--- src/hw/rtl/jsfe_pkg.sv ---
`default_nettype none
// ----------------------------------------------------------------------------
// jsfe_pkg
// Shared types and constants of the JSON string field extractor.
// ----------------------------------------------------------------------------
package jsfe_pkg;

  // Field name window sizing
  localparam int MAX_FIELD_BYTES = 8;
  localparam int WIN_DEPTH       = MAX_FIELD_BYTES + 2;
  localparam int SEEN_W          = $clog2(WIN_DEPTH + 1);
  localparam int NAME_W          = 8 * MAX_FIELD_BYTES;
  localparam int LEN_W           = 4;

  // Configuration port
  localparam int CFG_IDX_W = 2;
  localparam int CFG_DATA_W = 64;
  localparam logic [CFG_IDX_W-1:0] CFG_FIELD_NAME   = 2'd0;
  localparam logic [CFG_IDX_W-1:0] CFG_FIELD_LENGTH = 2'd1;

  // Result status codes
  localparam logic [1:0] ST_DATA = 2'd0;
  localparam logic [1:0] ST_OK   = 2'd1;
  localparam logic [1:0] ST_FAIL = 2'd2;

  // Results one input byte can cause, and the group queue depth
  localparam int GRP_ITEMS = 4;
  localparam int GRP_CNT_W = $clog2(GRP_ITEMS + 1);
  localparam int GRP_SEL_W = $clog2(GRP_ITEMS);
  localparam int QDEPTH    = 4;
  localparam int QPTR_W    = $clog2(QDEPTH);
  localparam int QCNT_W    = $clog2(QDEPTH + 1);

  typedef enum logic [2:0] {
    PH_SEARCH = 3'd0,
    PH_COLON  = 3'd1,
    PH_WS     = 3'd2,
    PH_STRING = 3'd3,
    PH_ESC    = 3'd4,
    PH_HEX    = 3'd5,
    PH_DONE   = 3'd6
  } phase_t;

  typedef struct packed {
    logic [7:0] in_byte;
    logic       in_last;
  } in_item_t;

  typedef struct packed {
    logic [7:0] out_byte;
    logic [1:0] status;
    logic       out_last;
  } out_item_t;

  // One result without its last flag
  typedef struct packed {
    logic [7:0] data;
    logic [1:0] status;
  } res_t;

  // All results of one input byte
  typedef struct packed {
    res_t [GRP_ITEMS-1:0]  item;
    logic [GRP_CNT_W-1:0]  cnt;
  } group_t;

endpackage
`default_nettype wire

--- src/hw/rtl/json_string_field_extractor_top.sv ---
`default_nettype none
// ----------------------------------------------------------------------------
// json_string_field_extractor_top
// Finds a quoted field name in a JSON byte stream and emits its string value.
// ----------------------------------------------------------------------------
// Usage:
//   in_*  : one JSON text byte per request, in_last on the final byte.
//   out_* : decoded bytes (status data), then one ok or fail report; out_last
//           marks the final result caused by a given input byte.
//   cfg_* : field_name (index 0) and field_length (index 1); cfg_ready is
//           always high. Write only while the block is idle.
// Timing: one byte is taken per cycle while in_stall is low. A byte is held
//   in the input register, is parsed and pushed as a group of 0 to 4
//   results into a 4-entry group queue; its first result is valid once
//   the group is queued.
//   The output side drains one result per cycle while out_stall is low;
//   a byte with several results (a \u escape, or a fail added by in_last)
//   holds the queue head until all of its results are taken.
// Stall: out_stall holds the head result; once the queue fills, in_stall
//   rises and the input register keeps its byte.
// Reset: parser returns to name search, queue empties, registers clear.
// ----------------------------------------------------------------------------
module json_string_field_extractor_top (
  input  wire                             clk,
  input  wire                             rst_n,
  input  wire                             in_valid,
  output logic                            in_stall,
  input  jsfe_pkg::in_item_t              in_data,
  output logic                            out_valid,
  input  wire                             out_stall,
  output jsfe_pkg::out_item_t             out_data,
  input  wire                             cfg_valid,
  output logic                            cfg_ready,
  input  wire [jsfe_pkg::CFG_IDX_W-1:0]   cfg_index,
  input  wire [jsfe_pkg::CFG_DATA_W-1:0]  cfg_data
);
  import jsfe_pkg::*;

  logic [NAME_W-1:0]   name_r;
  logic [LEN_W-1:0]    len_r;
  logic                in_v_r;
  in_item_t            in_d_r;
  logic                go;
  group_t              grp;
  group_t [QDEPTH-1:0] q_r;
  logic [QPTR_W-1:0]   wr_r, rd_r;
  logic [QCNT_W-1:0]   fill_r, fill_nxt;
  logic [GRP_SEL_W-1:0] sel_r;
  logic                push, pop, out_take, q_full;
  group_t              head;
  res_t                head_res;

  // Configuration registers
  assign cfg_ready = 1'b1;
  always_ff @(posedge clk) begin
    if (!rst_n) begin
      name_r <= '0;
      len_r  <= '0;
    end else if (cfg_valid && cfg_ready) begin
      if (cfg_index == CFG_FIELD_NAME) begin
        name_r <= cfg_data[NAME_W-1:0];
      end
      if (cfg_index == CFG_FIELD_LENGTH) begin
        len_r <= cfg_data[LEN_W-1:0];
      end
    end
  end

  // Input register
  assign q_full   = (fill_r == QCNT_W'(QDEPTH));
  assign go       = in_v_r && !q_full;
  assign in_stall = in_v_r && !go;

  always_ff @(posedge clk) begin
    if (!rst_n) begin
      in_v_r <= 1'b0;
    end else if (in_valid && !in_stall) begin
      in_v_r <= 1'b1;
    end else if (go) begin
      in_v_r <= 1'b0;
    end
  end

  always_ff @(posedge clk) begin
    if (in_valid && !in_stall) begin
      in_d_r <= in_data;
    end
  end

  jsfe_decode u_decode (
    .clk          (clk),
    .rst_n        (rst_n),
    .go           (go),
    .item         (in_d_r),
    .field_name   (name_r),
    .field_length (len_r),
    .grp          (grp)
  );

  // Group queue
  assign push     = go && (grp.cnt != '0);
  assign head     = q_r[rd_r];
  assign head_res = head.item[sel_r];
  assign out_valid = (fill_r != '0);
  assign out_take  = out_valid && !out_stall;
  assign pop       = out_take && (GRP_CNT_W'(sel_r) == head.cnt - 1'b1);

  always_comb begin
    fill_nxt = fill_r;
    if (push && !pop) begin
      fill_nxt = fill_r + 1'b1;
    end else if (pop && !push) begin
      fill_nxt = fill_r - 1'b1;
    end
  end

  always_ff @(posedge clk) begin
    if (push) begin
      q_r[wr_r] <= grp;
    end
  end

  always_ff @(posedge clk) begin
    if (!rst_n) begin
      wr_r   <= '0;
      rd_r   <= '0;
      fill_r <= '0;
      sel_r  <= '0;
    end else begin
      fill_r <= fill_nxt;
      if (push) begin
        wr_r <= wr_r + 1'b1;
      end
      if (pop) begin
        rd_r  <= rd_r + 1'b1;
        sel_r <= '0;
      end else if (out_take) begin
        sel_r <= sel_r + 1'b1;
      end
    end
  end

  // Output payload straight from the queue head
  assign out_data.out_byte = head_res.data;
  assign out_data.status   = head_res.status;
  assign out_data.out_last = (GRP_CNT_W'(sel_r) == head.cnt - 1'b1);

`ifndef NO_ASSERTIONS
  // A queued group never holds zero results
  a_head_nonempty: assert property (@(posedge clk) disable iff (!rst_n)
    out_valid |-> (head.cnt != '0))
    else $error("empty group at queue head");

  // Ok and fail reports always close their group
  a_final_last: assert property (@(posedge clk) disable iff (!rst_n)
    (out_valid && out_data.status != ST_DATA) |-> out_data.out_last)
    else $error("status report not marked last");

  // Fill count never exceeds the queue depth
  a_fill_bound: assert property (@(posedge clk) disable iff (!rst_n)
    fill_r <= QCNT_W'(QDEPTH))
    else $error("group queue overflow");

  // A push into a full queue cannot happen
  a_no_push_full: assert property (@(posedge clk) disable iff (!rst_n)
    q_full |-> !push)
    else $error("push while queue full");
`endif

endmodule
`default_nettype wire

--- src/hw/rtl/jsfe_decode.sv ---
`default_nettype none
// ----------------------------------------------------------------------------
// jsfe_decode
// Per-byte parser: name search, colon and whitespace skip, string unescape.
// ----------------------------------------------------------------------------
module jsfe_decode (
  input  wire                          clk,
  input  wire                          rst_n,
  input  wire                          go,
  input  jsfe_pkg::in_item_t           item,
  input  wire [jsfe_pkg::NAME_W-1:0]   field_name,
  input  wire [jsfe_pkg::LEN_W-1:0]    field_length,
  output jsfe_pkg::group_t             grp
);
  import jsfe_pkg::*;

  localparam logic [7:0] CH_QUOTE = 8'h22;
  localparam logic [7:0] CH_BSL   = 8'h5C;
  localparam logic [7:0] CH_COLON = 8'h3A;

  logic [WIN_DEPTH-1:0][7:0]       win_r, win_nxt, shift_win;
  logic [SEEN_W-1:0]               seen_r, seen_nxt, seen_inc;
  phase_t                          ph_r, ph_nxt;
  logic [15:0]                     acc_r, acc_nxt, acc_sh;
  logic [1:0]                      dig_r, dig_nxt;
  logic [MAX_FIELD_BYTES-1:0][7:0] name_b;
  logic [LEN_W-1:0]                len_c;
  logic [SEEN_W-1:0]               total;
  logic [WIN_DEPTH-1:0]            pos_ok;
  logic                            hit;
  logic [3:0]                      hval;
  logic                            hvalid;
  logic [7:0]                      c;
  res_t [GRP_ITEMS-1:0]            items;
  logic [GRP_CNT_W-1:0]            nres;
  logic [SEEN_W-1:0]               ofs;

  assign c      = item.in_byte;
  assign name_b = field_name;

  // Hex digit value
  always_comb begin
    hvalid = 1'b1;
    hval   = 4'd0;
    if (c >= 8'h30 && c <= 8'h39) begin
      hval = 4'(c - 8'h30);
    end else if (c >= 8'h61 && c <= 8'h66) begin
      hval = 4'(c - 8'h57);
    end else if (c >= 8'h41 && c <= 8'h46) begin
      hval = 4'(c - 8'h37);
    end else begin
      hvalid = 1'b0;
    end
  end

  // Window compare against "name", newest byte at position 0
  always_comb begin
    shift_win = {win_r[WIN_DEPTH-2:0], c};
    seen_inc  = (seen_r < SEEN_W'(WIN_DEPTH)) ? seen_r + 1'b1 : seen_r;
    len_c     = (field_length > LEN_W'(MAX_FIELD_BYTES)) ?
                LEN_W'(MAX_FIELD_BYTES) : field_length;
    total     = SEEN_W'(len_c) + SEEN_W'(2);
    for (int k = 0; k < WIN_DEPTH; k++) begin
      ofs = total - SEEN_W'(2) - SEEN_W'(k);
      if (SEEN_W'(k) >= total) begin
        pos_ok[k] = 1'b1;
      end else if (k == 0 || SEEN_W'(k) == total - 1'b1) begin
        pos_ok[k] = (shift_win[k] == CH_QUOTE);
      end else begin
        pos_ok[k] = (shift_win[k] == name_b[ofs[$clog2(MAX_FIELD_BYTES)-1:0]]);
      end
    end
    hit = (seen_inc >= total) && (&pos_ok);
  end

  // Next state and results
  always_comb begin
    win_nxt  = win_r;
    seen_nxt = seen_r;
    ph_nxt   = ph_r;
    acc_nxt  = acc_r;
    dig_nxt  = dig_r;
    items    = '0;
    nres     = '0;
    acc_sh   = {acc_r[11:0], hval};

    unique case (ph_r)
      PH_SEARCH: begin
        win_nxt  = shift_win;
        seen_nxt = seen_inc;
        if (hit) begin
          ph_nxt = PH_COLON;
        end
      end
      PH_COLON: begin
        if (c == CH_COLON) begin
          ph_nxt = PH_WS;
        end
      end
      PH_WS: begin
        if (c == CH_QUOTE) begin
          ph_nxt = PH_STRING;
        end else if (c != 8'h20 && c != 8'h09 && c != 8'h0D && c != 8'h0A) begin
          items[0] = '{8'h00, ST_FAIL};
          nres     = GRP_CNT_W'(1);
          ph_nxt   = PH_DONE;
        end
      end
      PH_STRING: begin
        if (c == CH_QUOTE) begin
          items[0] = '{8'h00, ST_OK};
          nres     = GRP_CNT_W'(1);
          ph_nxt   = PH_DONE;
        end else if (c == CH_BSL) begin
          ph_nxt = PH_ESC;
        end else begin
          items[0] = '{c, ST_DATA};
          nres     = GRP_CNT_W'(1);
        end
      end
      PH_ESC: begin
        ph_nxt   = PH_STRING;
        nres     = GRP_CNT_W'(1);
        case (c)
          CH_QUOTE, CH_BSL, 8'h2F: items[0] = '{c, ST_DATA};
          8'h62: items[0] = '{8'h08, ST_DATA};
          8'h66: items[0] = '{8'h0C, ST_DATA};
          8'h6E: items[0] = '{8'h0A, ST_DATA};
          8'h72: items[0] = '{8'h0D, ST_DATA};
          8'h74: items[0] = '{8'h09, ST_DATA};
          8'h75: begin
            nres    = '0;
            acc_nxt = '0;
            dig_nxt = '0;
            ph_nxt  = PH_HEX;
          end
          default: begin
            items[0] = '{8'h00, ST_FAIL};
            ph_nxt   = PH_DONE;
          end
        endcase
      end
      PH_HEX: begin
        if (!hvalid) begin
          items[0] = '{8'h00, ST_FAIL};
          nres     = GRP_CNT_W'(1);
          ph_nxt   = PH_DONE;
        end else begin
          acc_nxt = acc_sh;
          if (dig_r == 2'd3) begin
            dig_nxt = '0;
            ph_nxt  = PH_STRING;
            // UTF-8 encode, at most three bytes
            if (acc_sh <= 16'h007F) begin
              items[0] = '{acc_sh[7:0], ST_DATA};
              nres     = GRP_CNT_W'(1);
            end else if (acc_sh <= 16'h07FF) begin
              items[0] = '{8'hC0 | {3'b000, acc_sh[10:6]}, ST_DATA};
              items[1] = '{8'h80 | {2'b00, acc_sh[5:0]}, ST_DATA};
              nres     = GRP_CNT_W'(2);
            end else begin
              items[0] = '{8'hE0 | {4'b0000, acc_sh[15:12]}, ST_DATA};
              items[1] = '{8'h80 | {2'b00, acc_sh[11:6]}, ST_DATA};
              items[2] = '{8'h80 | {2'b00, acc_sh[5:0]}, ST_DATA};
              nres     = GRP_CNT_W'(3);
            end
          end else begin
            dig_nxt = dig_r + 2'd1;
          end
        end
      end
      default: begin
      end
    endcase

    // End of text: report fail if nothing final was reported, then restart
    if (item.in_last) begin
      if (ph_nxt != PH_DONE) begin
        items[nres[GRP_SEL_W-1:0]] = '{8'h00, ST_FAIL};
        nres = nres + 1'b1;
      end
      win_nxt  = '0;
      seen_nxt = '0;
      ph_nxt   = PH_SEARCH;
      acc_nxt  = '0;
      dig_nxt  = '0;
    end

    grp.item = items;
    grp.cnt  = nres;
  end

  // Parser state
  always_ff @(posedge clk) begin
    if (!rst_n) begin
      win_r  <= '0;
      seen_r <= '0;
      ph_r   <= PH_SEARCH;
      acc_r  <= '0;
      dig_r  <= '0;
    end else if (go) begin
      win_r  <= win_nxt;
      seen_r <= seen_nxt;
      ph_r   <= ph_nxt;
      acc_r  <= acc_nxt;
      dig_r  <= dig_nxt;
    end
  end

endmodule
`default_nettype wire
--- config.mk ---
export PLATFORM = sky130hd
export DESIGN_NAME = json_string_field_extractor_top
export DESIGN_NICKNAME = d
export VERILOG_FILES = /design/src/hw/rtl/jsfe_pkg.sv /design/src/hw/rtl/json_string_field_extractor_top.sv /design/src/hw/rtl/jsfe_decode.sv
export SDC_FILE = /design/constraint.sdc
export NUM_CORES = 1
export LEC_CHECK = 0
export BUFFER_PORTS_ARGS = -buffer_cell sky130_fd_sc_hd__buf_2
export CORE_ASPECT_RATIO = 0.7
export CORE_UTILIZATION = 65
export CTS_CLUSTER_SIZE = 10
export DETAILED_ROUTE_END_ITERATION = 7
export HOLD_SLACK_MARGIN = 0.06
export PLACE_DENSITY_LB_ADDON = 0.12
export SYNTH_ARGS = -nofsm -noshare
export SYNTH_HDL_FRONTEND = slang
export SYNTH_SLANG_ARGS = --single-unit
export TNS_END_PERCENT = 10
--- constraint.sdc ---
create_clock -name clk -period 9.9 [get_ports clk]
set_input_delay 0.495 -clock clk [delete_from_list [all_inputs] [get_ports clk]]
set_output_delay 0.495 -clock clk [all_outputs]
set_load 0.01 [all_outputs]
### Word-level counts from Yosys, hierarchy flattened

Cells that the tools add are included.

| operators by class | value |
|---|---|
| $add $sub $neg | 24 |
| multiply operators | 0 |
| divide/modulo/power cells | 0 |
| $lt $le $gt $ge | 36 |
| equality and inequality tests | 53 |
| shift operators | 0 |
| multiplexer cells | 110 |
| bitwise gates (word level) | 4 |
| reduce and logical (&&, ||, !) cells | 39 |

Operators with widths:

| cell | count |
|---|---|
| 8-bit binary-select mux with 3-bit select | 9 |
| 172-bit bitwise mux | 1 |
| 72-bit two-way mux | 2 |
| 8-bit by 6-bit equality test with 1-bit output (second input constant) | 12 |
| 43-bit binary-select mux with 2-bit select | 1 |
| 43-bit demux with 2-bit select | 1 |
| 43-bit two-way mux | 2 |
| 10-bit two-way mux | 8 |
| 40-bit two-way mux | 2 |
| 8-bit equality test | 9 |
| 8-bit two-way mux | 9 |
| 10-bit one-hot mux with 7 select lines | 1 |
| 20-bit two-way mux | 3 |
| 8-bit by 7-bit equality test with 1-bit output (second input constant) | 7 |
| 3-bit two-way mux | 17 |
| 10-bit one-hot mux with 4 select lines | 1 |
| 27-bit by 36-bit AND with 36-bit output | 1 |
| 3-bit by 4-bit < comparator with 1-bit output (second input constant) | 9 |
| 12-bit two-way mux | 3 |
| 36-bit NOT | 1 |
| 30-bit two-way mux | 1 |
| 1-bit two-way mux | 29 |
| 4-bit two-way mux | 7 |
| 8-bit by 4-bit != test with 1-bit output (second input constant) | 3 |
| 60 further kinds | 127 |

| storage, ports and cells | value |
|---|---|
| register bits | 352 |
| latch bits | 0 |
| memory bits (writable) | 0 |
| memory bits (read-only) | 0 |
| input port bits | 80 |
| output and inout port bits | 14 |
| logic and storage cells | 324 |
| memories kept | 0 |

### Depth between registers and ports, before layout

| logic depth | value |
|---|---|
| depth after elaboration | 23 |
| mapped depth | 18 |
| gate-level depth less buffers | 18 |

### By module

Synthesis repeated with hierarchy kept, for this count alone.

| second synthesis, totals | value |
|---|---|
| cell total of the unflattened synthesis | 2,002 |
| area, all modules | 20,529.7 sq um |

By module, submodules not included:

| module | instances | cells each | area each (sq um) | seq. area each (sq um) |
|---|---|---|---|---|
| jsfe_decode | 1 | 1,379 | 10,580.1 | 1,861.8 |
| json_string_field_extractor_top | 1 | 623 | 9,949.5 | 6,996.7 |

### Least setup slack after synthesis

OpenSTA, ideal clock, no wires.

| timing path | value |
|---|---|
| path kind | flip-flop to flip-flop |
| start | register rd_r[0] |
| end | register fill_r[2] |
| library setup time | 0.076 ns |
| arrival time | 4.060 ns |
| required time | 9.824 ns |
| slack | 5.765 ns |
| cell stages (with the launch flop) | 16 |
| path buffers | 3 |
| path through | dfxtp_1 -> clkbuf_1 -> clkbuf_1 -> buf_1 -> mux4_2 -> inv_1 -> ha_1 -> xnor2_1 -> nor3_1 -> nand2_1 -> ha_1 -> inv_1 -> fa_1 -> xor2_1 -> or3_1 -> a21boi_0 |

RTL lines:

| element | RTL line | RTL |
|---|---|---|
| from (decl) | json_string_field_extractor_top.sv:46 | `logic [QPTR_W-1:0] wr_r, rd_r;` |
| from (signal assigned) | json_string_field_extractor_top.sv:135 | `rd_r <= rd_r + 1'b1;` |
| to (signal assigned) | json_string_field_extractor_top.sv:130 | `fill_r <= fill_nxt;` |
| to (decl) | json_string_field_extractor_top.sv:47 | `logic [QCNT_W-1:0] fill_r, fill_nxt;` |

### Worst setup path in the final report

| timing path | value |
|---|---|
| start | register len_r[0] |
| end | register u_decode.ph_r[0] |

| between the ends | value |
|---|---|
| cells in the longest elaborated chain, start to end | 15 |

Ends and longest elaborated chain:

| element | RTL line | RTL |
|---|---|---|
| from (decl) | json_string_field_extractor_top.sv:40 | `logic [LEN_W-1:0] len_r;` |
| from (signal assigned) | json_string_field_extractor_top.sv:64 | `len_r <= cfg_data[LEN_W-1:0];` |
| 4-bit > comparator | jsfe_decode.sv:60 | `len_c = (field_length > LEN_W'(MAX_FIELD_BYTES)) ?` |
| 4-bit two-way mux * | jsfe_decode.sv:60 |  |
| 4-bit by 2-bit adder with 4-bit output * | jsfe_decode.sv:62 | `total = SEEN_W'(len_c) + SEEN_W'(2);` |
| 3-bit by 2-bit subtractor with 3-bit output | - |  |
| 3-bit by 1-bit subtractor with 3-bit output (tied with other cells) | jsfe_decode.sv:64 | `ofs = total - SEEN_W'(2) - SEEN_W'(k);` |
| 8-bit binary-select mux with 3-bit select | jsfe_decode.sv:70 | `pos_ok[k] = (shift_win[k] == name_b[ofs[$clog2(MAX_FIELD_BYTES)-1:0]]);` |
| 8-bit two-way mux (implied by the code) | jsfe_decode.sv:70 |  |
| 8-bit equality test | jsfe_decode.sv:70 |  |
| 1-bit two-way mux | jsfe_decode.sv:67 | `end else if (k == 0 \|\| SEEN_W'(k) == total - 1'b1) begin` |
| 1-bit two-way mux | jsfe_decode.sv:65 | `if (SEEN_W'(k) >= total) begin` |
| 10-bit AND reduction | jsfe_decode.sv:73 | `hit = (seen_inc >= total) && (&pos_ok);` |
| 1-bit logical AND * | jsfe_decode.sv:73 |  |
| 3-bit two-way mux * | jsfe_decode.sv:91 | `if (hit) begin` |
| 3-bit one-hot mux with 6 select lines * | jsfe_decode.sv:87 | `unique case (ph_r)` |
| 3-bit two-way mux * | jsfe_decode.sv:177 | `if (item.in_last) begin` |
| to (signal assigned) | jsfe_decode.sv:204 | `ph_r <= ph_nxt;` |
| to (decl) | jsfe_decode.sv:23 | `phase_t ph_r, ph_nxt;` |

Mark *: on every way between the ends. The rest lies on a longest branch, timed or not. The select of a mux whose other input is x is not followed.
A chain may end at the register's enable or synchronous reset.

==> key figures <==
Place
  – PortBufs: approximately 90
  – Gpl congestion: between 1 and 1.5
  – Post-DP HPWL: approximately 44000 um
  – Area post-placement: 18800 um2
  – Place WS: around 5 ns

Timing
  – RSZ-0062 raised after global routing: false
  – Worst-Margin Slew: around 1.4 ns
  – Headroom to the max-slew limit: 8.16%
  – Clock skew: between 0.01 and 0.015 ns
  – Worst setup margin: 4.91 ns
  – Max Fclk: approximately 200 MHz
  – Final Hold Violating Endpoints: 0
  – Final min period: 4.99 ns
  – Final Setup Violations: 0
  – Final period utilization: 50.4%
  – Setup TNS Final: 0 ns
  – Slew Limit Fails: 0
  – Hold_ws: 0.128 ns

Floorplan
  – Die area: between 20000 and 30000 um2
  – Die Span X: a little over 200 um
  – FP Rows: 51
  – Die height: roughly 140 um
  – Core area: ~28000 um2
  – Initial Util: about two thirds
  – Boundary Pins: 94

Clock tree
  – CTS Buf Count: 35
  – H-tree depth: 2
  – Post-CTS Setup Inserts: 0
  – Post-CTS Resized: 0
  – Clock Pin Slew Worst Setup and Hold Paths: 0.06 ns
  – Clock Path Buffers: 3
  – Hold buffer count at CTS: 0
  – Worst-Skew Late Latency: 0.55 ns
  – CTS tree: built
  – Clk sinks: 296
  – Root buffer cell: clkbuf_16

Yosys
  – Synth Flop Type: dfxtp_1
  – Syn. warnings: 0
  – Seq cells post-synth: 296
  – Seq/Total Area, Yosys: approximately 39%
  – Top post-synthesis cells by area: edfxtp_1, dfxtp_1, mux2i_1, mux4_2, nand2_1
  – Synth cell types: 105
  – Syn Std Cell Area: between 15000 and 20000 um2
  – Top-area cell type share of the netlist area: 20.5%
  – Synth async-reset ratio: 0%
  – Mean area per synthesized cell: around 9.4 um2
  – Area leader, netlist: edfxtp_1
  – Synth Instances: 1951
  – Syn Nets: 2053
  – EDFF count, synth: 125

Route
  – Post-Route WL: 62900 um
  – DRC: 1
  – Vias per Instance: 7.06
  – Via Count: 16600
  – WL/cell: 26.7 um
  – DR iter-0 viols: 2562
  – Pre-antenna DRT Iters: 8
  – Antenna Nets Post-Route: 0

Critical path
  – Cells on worst reg2reg path: 12
  – Crit path launch: len_r[0]
  – Crit. End Element: register
  – Max stage delay on crit path: just under 0.8 ns
  – Element type at the critical path start: register
  – R2r endpoint: u_decode.ph_r[0]
  – CP cell instances: buf_4 -> nand2b_2 -> buf_4 -> mux2i_1 -> mux2i_1 -> o21ai_1 -> or3_1 -> o311a_1 -> a2111oi_1 -> o22ai_1 -> a2111oi_2 -> a31o_1
  – Slowest CP cell: dfxtp_2
  – CP Data Required Time: 10.39 ns
  – Reg-to-reg slack, setup: 4.91 ns
  – Crit Path Max Fanout: 52
  – Arrival time of the worst setup path: 5.48 ns
  – Crit path capture: u_decode.ph_r[0]
  – Worst r2r src: len_r[0]
  – CP Class: reg2reg

Finish
  – ANT cells: 0
  – Area Growth Syn to Fin: 7.79%
  – Fin nets: 2062
  – Share of cells above drive strength 1: 13.5%
  – Commonest non-fill, non-tap cell in the layout: nand2_1
  – Post-route cell area: about 20000 um2
  – Post-layout util: 71.3%
  – Most frequent cells in the layout: nand2_1, dfxtp_1, edfxtp_1

GRT
  – First-pass GRT wire length: around 93000 um
  – Vias in the first global route: 15400
  – Initial antenna violation count: 1
  – GRT overflow: 0
  – Total GRT Usage: 42.8%
  – Largest net degree at the start of global routing: 97

Job
  – Number of max-cap violations: 0

Pwr
  – Pwr Density: 148 nW/um2
  – Peak VDD IR: roughly 0.15 mV
  – Static leakage: 6.87 nW

Min path
  – Hold Path Class: in2reg
  – Beginning of the worst hold path: in_data[0]

Outcome
  – Status: finished, violations left
  – Failing checks: DRC
## through the flow
stage / cells / total power (W)
CTS: 2353 / 0.00290
global placement: 2294 / 0.00173
finish: 2353 / 0.00292
global route: 2353 / 0.00299
detailed placement: 2294 / 0.00175
floorplan: 1951 / 0.00161
## metal layers
| metal | vias up | routed length, um | track usage (%) |
|---|---|---|---|
| li1 | 7250 | - | - |
| met1 | 7926 | 25200 | 59.7 |
| met2 | 1227 | 25400 | 59.5 |
| met3 | 216 | 10100 | 17.9 |
| met4 | 2 | 2070 | 13.6 |
| met5 | - | 129 | 3.23 |
## Yosys cell counts (54+ instances only)
| master | number |
|---|---|
| a21boi_0 | 75 |
| a21oi_1 | 81 |
| a22oi_1 | 84 |
| clkbuf_1 | 66 |
| dfxtp_1 | 171 |
| edfxtp_1 | 125 |
| inv_1 | 54 |
| mux2i_1 | 112 |
| nand2_1 | 243 |
| nor2_1 | 102 |
| nor2b_1 | 107 |
| o21ai_0 | 56 |
## power breakdown
part | internal, W | switching (W)
registers | 0.00129 | 0.0000447
clock network | 0.000664 | 0.000510
logic | 0.000156 | 0.000260
## worst max-delay path, delay by kind of cell, from the launching register on
family | cells | cell delay (ns)
compound gates | 6 | 1.60
buf+inv | 2 | 1.07
simple gates | 2 | 0.83
flops | 1 | 0.78
mux | 2 | 0.60
## worst min-delay path by stage
stage,endpoint,depth (start not counted)
floorplan,u_decode.dig_r[1],2
global placement,u_decode.dig_r[1],2
detailed placement,u_decode.dig_r[1],2
CTS,in_d_r[6],1
global route,in_d_r[2],1
finish,in_d_r[0],1
## sequential cells by signal, summed over array words and instances (netlist names)
signal,flops
rd_r,2
name_r,64
u_decode.dig_r,2
in_v_r,1
u_decode.seen_r,4
len_r,4
sel_r,2
wr_r,2
fill_r,3
u_decode.shift_win,72
u_decode.acc_r,12
u_decode.ph_r,3
in_d_r,9
q_r,116
## cells by family after synthesis
logic type	after synthesis	share of synthesized area (%)
DFF	296	39.1
buffers and inverters	201	5.03
other	1	0.0204
and+or+nand+nor	677	18.7
adders and majority gates	22	1.54
muxes	177	12.9
AOI/OAI and AO/OA	518	19.9
xor gates and xnor gates	59	2.86
## layout make-up
class | instances | area [um2]
tap | 371 | 464
inverter | 59 | 221
fill | 2056 | 7980
clock inverter | 3 | 55.1
sequential | 296 | 7180
multi-input combinational | 1454 | 10300
clock buffer | 56 | 955
timing repair buffer | 114 | 628
(Power assumes the default switching activity.)
